[config.mk]
export PLATFORM = sky130hd
export DESIGN_NAME = date_difference_and_weekday
export DESIGN_NICKNAME = d
export VERILOG_FILES = /design/src/rtl/ddw_pkg.sv /design/src/rtl/date_difference_and_weekday.sv
export SDC_FILE = /design/constraint.sdc
export NUM_CORES = 1
export LEC_CHECK = 0
export ABC_AREA = 0
export BUFFER_PORTS_ARGS = -buffer_cell sky130_fd_sc_hd__buf_4
export CAP_MARGIN = 20
export CORE_UTILIZATION = 25
export DETAILED_ROUTE_END_ITERATION = 16
export SKIP_LAST_GASP = 1
export SLEW_MARGIN = 10
export SYNTH_ARGS = -nofsm -noshare
export SYNTH_HDL_FRONTEND = slang
export SYNTH_SLANG_ARGS = --single-unit
[constraint.sdc]
create_clock -name clk -period 14.25 [get_ports clk]
set_clock_uncertainty 0.05 [all_clocks]
set_input_delay 2.85 -clock clk [delete_from_list [all_inputs] [get_ports clk]]
set_output_delay 2.85 -clock clk [all_outputs]
set_load 0.1 [all_outputs]
[src/rtl/ddw_pkg.sv]
// ----------------------------------------------------------------------------
// ddw_pkg
// Types, constants and calendar functions of the date difference unit.
// ----------------------------------------------------------------------------
package ddw_pkg;

	localparam logic [11:0] YEAR_MIN = 12'd1901;
	localparam logic [11:0] YEAR_MAX = 12'd2099;

	localparam int unsigned DAY_W = 17;

	typedef enum logic [1:0] {
		ORDER_EQUAL   = 2'd0,
		ORDER_EARLIER = 2'd1,
		ORDER_LATER   = 2'd2
	} order_t;

	typedef enum logic [1:0] {
		REG_REF_YEAR    = 2'd0,
		REG_REF_MONTH   = 2'd1,
		REG_REF_DAY     = 2'd2,
		REG_REF_WEEKDAY = 2'd3
	} reg_index_t;

	typedef struct packed {
		logic [4:0]  day;
		logic [3:0]  month;
		logic [11:0] year;
	} date_t;

	typedef struct packed {
		date_t second;
		date_t first;
	} item_t;

	typedef struct packed {
		logic        bad_date;
		logic [2:0]  second_weekday;
		logic [DAY_W-1:0] day_count;
		logic [1:0]  order;
	} result_t;

	function automatic logic [4:0] month_len(input logic [11:0] year, input logic [3:0] month);
		logic [4:0] n;
		case (month)
			4'd1, 4'd3, 4'd5, 4'd7, 4'd8, 4'd10, 4'd12: n = 5'd31;
			4'd4, 4'd6, 4'd9, 4'd11:                     n = 5'd30;
			4'd2:    n = (year[1:0] == 2'b00) ? 5'd29 : 5'd28;
			default: n = 5'd0;
		endcase
		return n;
	endfunction

	function automatic logic [8:0] month_start(input logic [3:0] month);
		logic [8:0] s;
		case (month)
			4'd2:    s = 9'd31;
			4'd3:    s = 9'd59;
			4'd4:    s = 9'd90;
			4'd5:    s = 9'd120;
			4'd6:    s = 9'd151;
			4'd7:    s = 9'd181;
			4'd8:    s = 9'd212;
			4'd9:    s = 9'd243;
			4'd10:   s = 9'd273;
			4'd11:   s = 9'd304;
			4'd12:   s = 9'd334;
			default: s = 9'd0;
		endcase
		return s;
	endfunction

	function automatic logic [2:0] month_start_mod7(input logic [3:0] month);
		logic [2:0] s;
		case (month)
			4'd2, 4'd3, 4'd11: s = 3'd3;
			4'd4, 4'd7:        s = 3'd6;
			4'd5:              s = 3'd1;
			4'd6:              s = 3'd4;
			4'd8:              s = 3'd2;
			4'd9, 4'd12:       s = 3'd5;
			default:           s = 3'd0;
		endcase
		return s;
	endfunction

	// Residue modulo 7 by summing octal digits, since eight is one modulo seven.
	function automatic logic [2:0] mod7(input logic [8:0] x);
		logic [4:0] s;
		logic [3:0] t;
		s = 5'(x[8:6]) + 5'(x[5:3]) + 5'(x[2:0]);
		t = 4'(s[4:3]) + 4'(s[2:0]);
		if (t >= 4'd7) begin
			t = t - 4'd7;
		end
		return t[2:0];
	endfunction

	function automatic logic date_ok(input date_t d);
		logic ok;
		ok = (d.year >= YEAR_MIN) && (d.year <= YEAR_MAX) &&
			(d.day != 5'd0) && (d.day <= month_len(d.year, d.month));
		return ok;
	endfunction

	// Days since 1901-01-01 for a valid date.
	function automatic logic [DAY_W-1:0] day_number(input date_t d);
		logic [7:0] y;
		logic [DAY_W-1:0] n;
		y = 8'(d.year - YEAR_MIN);
		n = DAY_W'(y) * DAY_W'(365) + DAY_W'(y[7:2]) + DAY_W'(month_start(d.month)) +
			DAY_W'(d.day) - DAY_W'(1);
		if ((d.month > 4'd2) && (d.year[1:0] == 2'b00)) begin
			n = n + DAY_W'(1);
		end
		return n;
	endfunction

	// Day number modulo 7, using 365 being one modulo seven.
	function automatic logic [2:0] day_number_mod7(input date_t d);
		logic [7:0] y;
		logic [8:0] s;
		y = 8'(d.year - YEAR_MIN);
		s = 9'(y) + 9'(y[7:2]) + 9'(month_start_mod7(d.month)) + 9'(d.day) - 9'd1;
		if ((d.month > 4'd2) && (d.year[1:0] == 2'b00)) begin
			s = s + 9'd1;
		end
		return mod7(s);
	endfunction

endpackage

[src/rtl/date_difference_and_weekday.sv]
// ----------------------------------------------------------------------------
// date_difference_and_weekday
// Days between two dates, their order and the weekday of the second date.
// ----------------------------------------------------------------------------
// The block takes one word of two dates in every cycle unless the output
// stalls, and returns one result word per word, held first in the input
// register, then after the calendar arithmetic in the result register. Leap
// years are every fourth year, so dates must lie within 1901..2099. The weekday
// is counted from the reference date in the configuration registers, which are
// saturated into range before use; write them only while no word is in flight.
module date_difference_and_weekday (
	input  logic        clk,
	input  logic        arst_n,
	input  logic        cfg_we,
	input  logic [1:0]  cfg_index,
	input  logic [11:0] cfg_data,
	input  logic        s_axis_tvalid,
	output logic        s_axis_tready,
	// first_year, first_month, first_day, second_year, second_month, second_day
	input  logic [47:0] s_axis_tdata,
	output logic        m_axis_tvalid,
	input  logic        m_axis_tready,
	// order, day_count, second_weekday, bad_date
	output logic [23:0] m_axis_tdata
);

	logic [11:0] ref_year_q;
	logic [3:0]  ref_month_q;
	logic [4:0]  ref_day_q;
	logic [2:0]  ref_weekday_q;

	logic             valid_s1;
	ddw_pkg::item_t   item_s1;
	logic             valid_s2;
	ddw_pkg::result_t result_s2;

	logic             advance_s2;
	ddw_pkg::date_t   ref_date;
	logic [4:0]       ref_len;
	ddw_pkg::result_t result;
	logic [ddw_pkg::DAY_W-1:0] n1;
	logic [ddw_pkg::DAY_W-1:0] n2;
	logic [2:0]       wd_ref;
	logic [4:0]       wd_sum;

	always_ff @(posedge clk or negedge arst_n) begin
		if (!arst_n) begin
			ref_year_q    <= 12'd2015;
			ref_month_q   <= 4'd6;
			ref_day_q     <= 5'd8;
			ref_weekday_q <= 3'd0;
		end else if (cfg_we) begin
			unique case (cfg_index)
				ddw_pkg::REG_REF_YEAR:    ref_year_q    <= cfg_data;
				ddw_pkg::REG_REF_MONTH:   ref_month_q   <= cfg_data[3:0];
				ddw_pkg::REG_REF_DAY:     ref_day_q     <= cfg_data[4:0];
				ddw_pkg::REG_REF_WEEKDAY: ref_weekday_q <= cfg_data[2:0];
				default: ;
			endcase
		end
	end

	assign advance_s2    = !valid_s2 || m_axis_tready;
	assign s_axis_tready = !valid_s1 || advance_s2;

	always_ff @(posedge clk or negedge arst_n) begin
		if (!arst_n) begin
			valid_s1 <= 1'b0;
			valid_s2 <= 1'b0;
		end else begin
			if (s_axis_tready) begin
				valid_s1 <= s_axis_tvalid;
			end
			if (advance_s2) begin
				valid_s2 <= valid_s1;
			end
		end
	end

	always_ff @(posedge clk) begin
		if (s_axis_tready && s_axis_tvalid) begin
			item_s1 <= ddw_pkg::item_t'(s_axis_tdata[41:0]);
		end
		if (advance_s2 && valid_s1) begin
			result_s2 <= result;
		end
	end

	always_comb begin
		ref_date.year = ref_year_q;
		if (ref_year_q < ddw_pkg::YEAR_MIN) begin
			ref_date.year = ddw_pkg::YEAR_MIN;
		end else if (ref_year_q > ddw_pkg::YEAR_MAX) begin
			ref_date.year = ddw_pkg::YEAR_MAX;
		end
		ref_date.month = ref_month_q;
		if (ref_month_q == 4'd0) begin
			ref_date.month = 4'd1;
		end else if (ref_month_q > 4'd12) begin
			ref_date.month = 4'd12;
		end
		ref_len = ddw_pkg::month_len(ref_date.year, ref_date.month);
		ref_date.day = ref_day_q;
		if (ref_day_q == 5'd0) begin
			ref_date.day = 5'd1;
		end else if (ref_day_q > ref_len) begin
			ref_date.day = ref_len;
		end
	end

	always_comb begin
		n1     = ddw_pkg::day_number(item_s1.first);
		n2     = ddw_pkg::day_number(item_s1.second);
		wd_ref = (ref_weekday_q == 3'd7) ? 3'd0 : ref_weekday_q;
		wd_sum = 5'(wd_ref) + 5'(ddw_pkg::day_number_mod7(item_s1.second)) + 5'd7 -
			5'(ddw_pkg::day_number_mod7(ref_date));

		result.bad_date       = 1'b0;
		result.second_weekday = ddw_pkg::mod7(9'(wd_sum));
		if (n1 == n2) begin
			result.order     = ddw_pkg::ORDER_EQUAL;
			result.day_count = '0;
		end else if (n1 < n2) begin
			result.order     = ddw_pkg::ORDER_EARLIER;
			result.day_count = n2 - n1;
		end else begin
			result.order     = ddw_pkg::ORDER_LATER;
			result.day_count = n1 - n2;
		end
		if (!ddw_pkg::date_ok(item_s1.first) || !ddw_pkg::date_ok(item_s1.second)) begin
			result = '0;
			result.bad_date = 1'b1;
		end
	end

	assign m_axis_tvalid = valid_s2;
	assign m_axis_tdata  = {1'b0, result_s2};

endmodule
==> run metrics, run 1 <==
Slowest cell on crit path=dfstp_2; # diodes=0; DR WL/cell=13.3 microns; CTS H-tree depth=3; top-area cell type share of the netlist area=20.2%; Yosys warnings=0; worst r2r dst=m_axis_tdata[20]; cts hold-fix bufs=0; Worst-Skew Late Latency=0.38 ns; critical path endpoint=m_axis_tdata[20]; CTS buffer count=9; most used cell, CP=ha_1; Synth-to-Final Area Change=12.4%; CP max FO=8; period utilisation layout=92.2%; async set-reset flop share out of synthesis=23.2%; Starting Density=25.4%; top_reg_cell synth=edfxtp_1; Final setup viols=0; initial antenna violation count=0; cts repair resizes=0; unrepaired setup endpoints after global routing=false; Global Route Usage Sum=10.7%; clk slew on worst S/H paths=0.08 ns; critical path capture point type=register; maximum number of pins on one net before global-route repair=38; Cells after Synth=1,540; CP arrival=13.19 ns; Worst Path Class, Setup=reg -> reg; die height=245 microns; Root Driver=clkbuf_16; register area share after synthesis=20.6%; Post-DP HPWL=27,400 microns; most common cell in the netlist=inv_1; number of synthesized flops with an enable pin=65; hold depth=1; endpoints failing hold=0; I/O pins=93; area of the die=59,900 sq um; first-pass GRT wire length=52,500 microns; CTS tree=built; layout cells sized above 1=11.6%; critical path data required time=14.30 ns; total global routing overflow=0; Slew @ Worst Pin=0.969 ns; worst min-delay path class=reg -> reg; vias in the first global route=10,700; R2R Path Start=ref_year_q[3]; max-slew violation count=0; Synth Cell Area=14,700 sq um; DIE WIDTH=245 microns; CTS Sinks=112; Critical Path Source=ref_year_q[3]; hold_sp=valid_s1; achievable frequency=0.0761 GHz; max_slew headroom=33.6%; R2R Setup Slk=1.11 ns; Mapped Avg Cell Area=9.57 sq um; DRC Markers=0; gpl congestion=0.835; DR pass1 iterations=5; flops & latches, synth=112; min cycle time layout=13.14 ns; Vias/cell=4.51; largest cells by area after synthesis=ha_1 20%, fa_1 16%, edfxtp_1 13%, inv_1 6.2%, xnor2_1 5.6%; compound-gate portion of the synthesized area=13.2%; Synth Area in Adders=36.1%; Nets=2,040; core area=58,000 sq um; Final ANT Viol Nets=0; Min Hold Slack=0.449 ns; XOR/XNOR share of the synthesized area=8.46%; post-synthesis mux area share=3.60%; unique cell type count in the Yosys netlist=94; Slowest Stage Delay on Critical Path=0.58 ns; status=finished, final reports clean; Post-Synth Simple-Gate Area=10.8%; via count=10,800; post-synth top area cell=ha_1; PortBufs=85; largest family of logic cells by synthesized area=adder cells; Max Root-Sink Buffers=2; top post-synthesis cells by count=242 x inv_1, 238 x ha_1, 117 x fa_1; crit path launch type=register; setup bufs post-CTS=0; Worst R2R Path Depth=60; Max Cap Viol=0; Total Wirelength=31,700 microns; setup TNS=0 ns; FP Rows=88; initial drt markers=527
per-stage QoR:
stage / util, % / std cells / cell area (sq um) / worst slack [ns]
after floorplan: - / 1543 / 14700 / 2.30
final: 28.5 / 2388 / 16600 / 1.11
after detailed placement: 28.0 / 2371 / 16200 / 1.15
after global routing: 28.5 / 2388 / 16600 / 0.203
after global placement: 28.0 / 2371 / 16200 / 1.42
after CTS: 28.5 / 2387 / 16600 / 1.10
layout make-up:
cell class	count	area, sq um
flip-flops and latches	112	3040
repair buffers	92	694
well taps	765	957
clock inverters	7	96.3
clock buffers	9	225
fillers	6044	41500
inverters	242	908
multi-input cells	1161	10600
worst min path at each step:
stage	to	slack, ns
5_1_grt	ref_day_q[0]	0.47
3_3_place_gp	m_axis_tvalid	0.41
2_1_floorplan	m_axis_tvalid	0.40
6_report	m_axis_tvalid	0.45
4_1_cts	m_axis_tvalid	0.45
3_5_place_dp	m_axis_tvalid	0.42
logic make-up (layout without fill, tap and decap cells):
kind of cell,count (synthesis),count (layout)
buffers and inverters,270,350
XOR/XNOR,140,140
AO/OA/AOI/OAI,289,289
other,1,4
AND/OR/NAND/NOR,324,324
adder cells (fa/ha/maj),355,355
multiplexers,49,49
flip-flops,112,112
metal layers:
| layer | wire (microns) | part of all wire [%] | GRT usage (%) | vias to the layer above |
|---|---|---|---|---|
| met3 | 1340 | 4.2 | 1.68 | 18 |
| met4 | 236 | 0.74 | 1.73 | 0 |
| met2 | 14000 | 44 | 17.0 | 229 |
| met1 | 16100 | 51 | 15.4 | 5132 |
| met5 | 0 | 0 | 0 | - |
| li1 | - | - | - | 5385 |
cell usage in the layout, fill, tap and decap left out, types with 29 or more instances in the layout:
| master | Yosys | layout |
|---|---|---|
| nand2_1 | 102 | 102 |
| a21oi_1 | 71 | 71 |
| nor2_1 | 72 | 72 |
| fa_1 | 117 | 117 |
| xor2_1 | 43 | 43 |
| nand3_1 | 32 | 32 |
| o21ai_0 | 65 | 65 |
| edfxtp_1 | 65 | 65 |
| xnor2_1 | 95 | 95 |
| mux2_2 | 30 | 30 |
| inv_1 | 242 | 242 |
| a21o_1 | 29 | 29 |
| buf_4 | 2 | 91 |
| ha_1 | 238 | 238 |
critical path: cells and delay by family, from the launching register on:
| family | cells | cell delay [ns] |
|---|---|---|
| compound gates | 13 | 1.95 |
| xor+xnor | 4 | 1.00 |
| fa+ha+maj | 19 | 6.62 |
| buf+inv | 7 | 0.44 |
| flops | 1 | 0.58 |
| mux | 2 | 0.37 |
| simple gates | 15 | 1.84 |
Power of run 1 is left out: the tool's default activity adds up to more than one toggle a clock period on the data nets, which glitch-free logic cannot reach.
==> inputs of run 2 (changes only) <==
Settings changed: BUFFER_PORTS_ARGS -buffer_cell sky130_fd_sc_hd__buf_4 to default, DONT_BUFFER_PORTS from default to 1.
==> run metrics, run 2 (synthesis results as in run 1) <==
Min Hold Slack=0.442 ns (was 0.449 ns); endpoints failing hold=0 (unchanged); most frequent cells in the layout=242 x inv_1, 238 x ha_1, 117 x fa_1, 102 x nand2_1, 95 x xnor2_1 (unchanged); critical path data required time=14.31 ns (was 14.30 ns); Slew @ Worst Pin=1.12 ns (was 0.969 ns); setup bufs post-CTS=0 (unchanged); setup TNS=0 ns (unchanged); die height=245 microns (unchanged); initial antenna violation count=1 (was 0); Final setup viols=0 (unchanged); number of cells after detailed placement=2,285 (was 2,371); CTS H-tree depth=3 (unchanged); Worst-Skew Late Latency=0.38 ns (about the same); period utilisation layout=91.8% (was 92.2%); Slowest cell on crit path=dfstp_2 (unchanged); most used cell, CP=ha_1 (unchanged); CP max FO=8 (unchanged); CTS buffer count=9 (unchanged); unrepaired setup endpoints after global routing=false (unchanged); Starting Density=25.4% (unchanged); Worst R2R Path Depth=60 (unchanged); Worst Path Class, Setup=reg -> reg (unchanged); core area=58,000 sq um (unchanged); Vias/cell=4.53 (was 4.51); PortBufs=0 (was 85); commonest non-fill, non-tap cell in the layout=inv_1 (unchanged); achievable frequency=0.0764 GHz (was 0.0761 GHz); area of the die=59,900 sq um (unchanged); Nets=1,954 (was 2,040); Max Cap Viol=0 (unchanged); CP arrival=13.14 ns (was 13.19 ns); max-slew violation count=0 (unchanged); Final ANT Viol Nets=0 (unchanged); worst min-delay path class=reg -> reg (unchanged); hold depth=1 (unchanged); via count=10,400 (was 10,800); DIE WIDTH=245 microns (unchanged); maximum number of pins on one net before global-route repair=38 (unchanged); cts hold-fix bufs=0 (unchanged); crit path launch type=register (unchanged); DR WL/cell=14.0 microns (was 13.3 microns); CTS tree=built (unchanged); Synth-to-Final Area Change=8.12% (was 12.4%); R2R Setup Slk=1.17 ns (was 1.11 ns); worst r2r dst=m_axis_tdata[20] (unchanged); max_slew headroom=25.1% (was 33.6%); min cycle time layout=13.08 ns (was 13.14 ns); clk slew on worst S/H paths=0.09 ns (was 0.08 ns); hold_sp=valid_s1 (unchanged); final non-filler cell total=2,303 (was 2,388); DRC Markers=0 (unchanged); WP buf/inv=7 (unchanged); cts repair resizes=0 (unchanged); R2R Path Start=ref_year_q[3] (unchanged); Setup WS post-layout=1.17 ns (was 1.11 ns); DP Worst Slack=1.20 ns (was 1.15 ns); fillcell total=6,064 (was 6,044); CTS Sinks=112 (unchanged); Post-DP HPWL=27,800 microns (was 27,400 microns); I/O pins=93 (unchanged); Hold Path End=m_axis_tvalid (unchanged); FP Rows=88 (unchanged); CP top delay family=adder cells (unchanged); gpl congestion=0.842 (was 0.835); status=finished, final reports clean (unchanged); critical path capture point type=register (unchanged); Global Route Usage Sum=11.0% (was 10.7%); vias in the first global route=10,500 (was 10,700); Root Driver=clkbuf_16 (unchanged); Total Wirelength=32,400 microns (was 31,700 microns); layout cells sized above 1=6.77% (was 11.6%); Max Root-Sink Buffers=2 (unchanged); DR pass1 iterations=5 (unchanged); initial drt markers=474 (was 527); Slowest Stage Delay on Critical Path=0.60 ns (was 0.58 ns); first-pass GRT wire length=53,400 microns (was 52,500 microns); total global routing overflow=0 (unchanged)
[run 2: worst reg2reg max path: cells and delay by family (launching register included)]
| family | cells | cell delay, ns |
|---|---|---|
| multiplexers | 2 | 0.36 |
| AO/OA/AOI/OAI | 13 | 1.94 |
| XOR/XNOR | 4 | 0.98 |
| flip-flops | 1 | 0.60 |
| adder cells (fa/ha/maj) | 19 | 6.63 |
| AND/OR/NAND/NOR | 15 | 1.82 |
| buffers and inverters | 7 | 0.46 |
[run 2: layout make-up]
| type | count | area [sq um] | share of cell area (%) |
|---|---|---|---|
| clock buffer | 9 | 225 | 1.41 |
| sequential | 112 | 3040 | 19.1 |
| tap | 765 | 957 | 6.01 |
| timing repair buffer | 6 | 65.1 | 0.408 |
| antenna | 1 | 2.50 | 0.0157 |
| inverter | 242 | 908 | 5.70 |
| multi-input combinational | 1161 | 10700 | 66.8 |
| clock inverter | 7 | 86.3 | 0.542 |
[run 2: through the flow]
step | utilization, % | cell area (sq um)
after floorplan | - | 14700
after global placement | 26.9 | 15600
after detailed placement | 26.9 | 15600
after CTS | 27.4 | 15900
after global routing | 27.5 | 15900
final | 27.5 | 15900
[run 2: worst max path at each step]
| stage | start | end | slack (ns) | cells past startpoint |
|---|---|---|---|---|
| 3_5_place_dp | ref_year_q[3] | m_axis_tdata[20] | 1.20 | 60 |
| 2_1_floorplan | ref_year_q[3] | m_axis_tdata[20] | 2.30 | 56 |
| 5_1_grt | ref_year_q[3] | m_axis_tdata[19] | 0.10 | 56 |
| 3_3_place_gp | ref_year_q[3] | m_axis_tdata[20] | 1.43 | 60 |
| 4_1_cts | ref_year_q[3] | m_axis_tdata[20] | 1.12 | 56 |
| 6_report | ref_year_q[3] | m_axis_tdata[20] | 1.17 | 60 |
[run 2: routing by layer]
layer / wire length (microns) / up-vias / track usage, %
met1: 16400 / 4993 / 15.3
met2: 14300 / 186 / 17.6
met5: 8 / - / 0
li1: - / 5219 / -
met4: 267 / 2 / 2.08
met3: 1360 / 22 / 2.11
Power of run 2 is left out for the same reason.
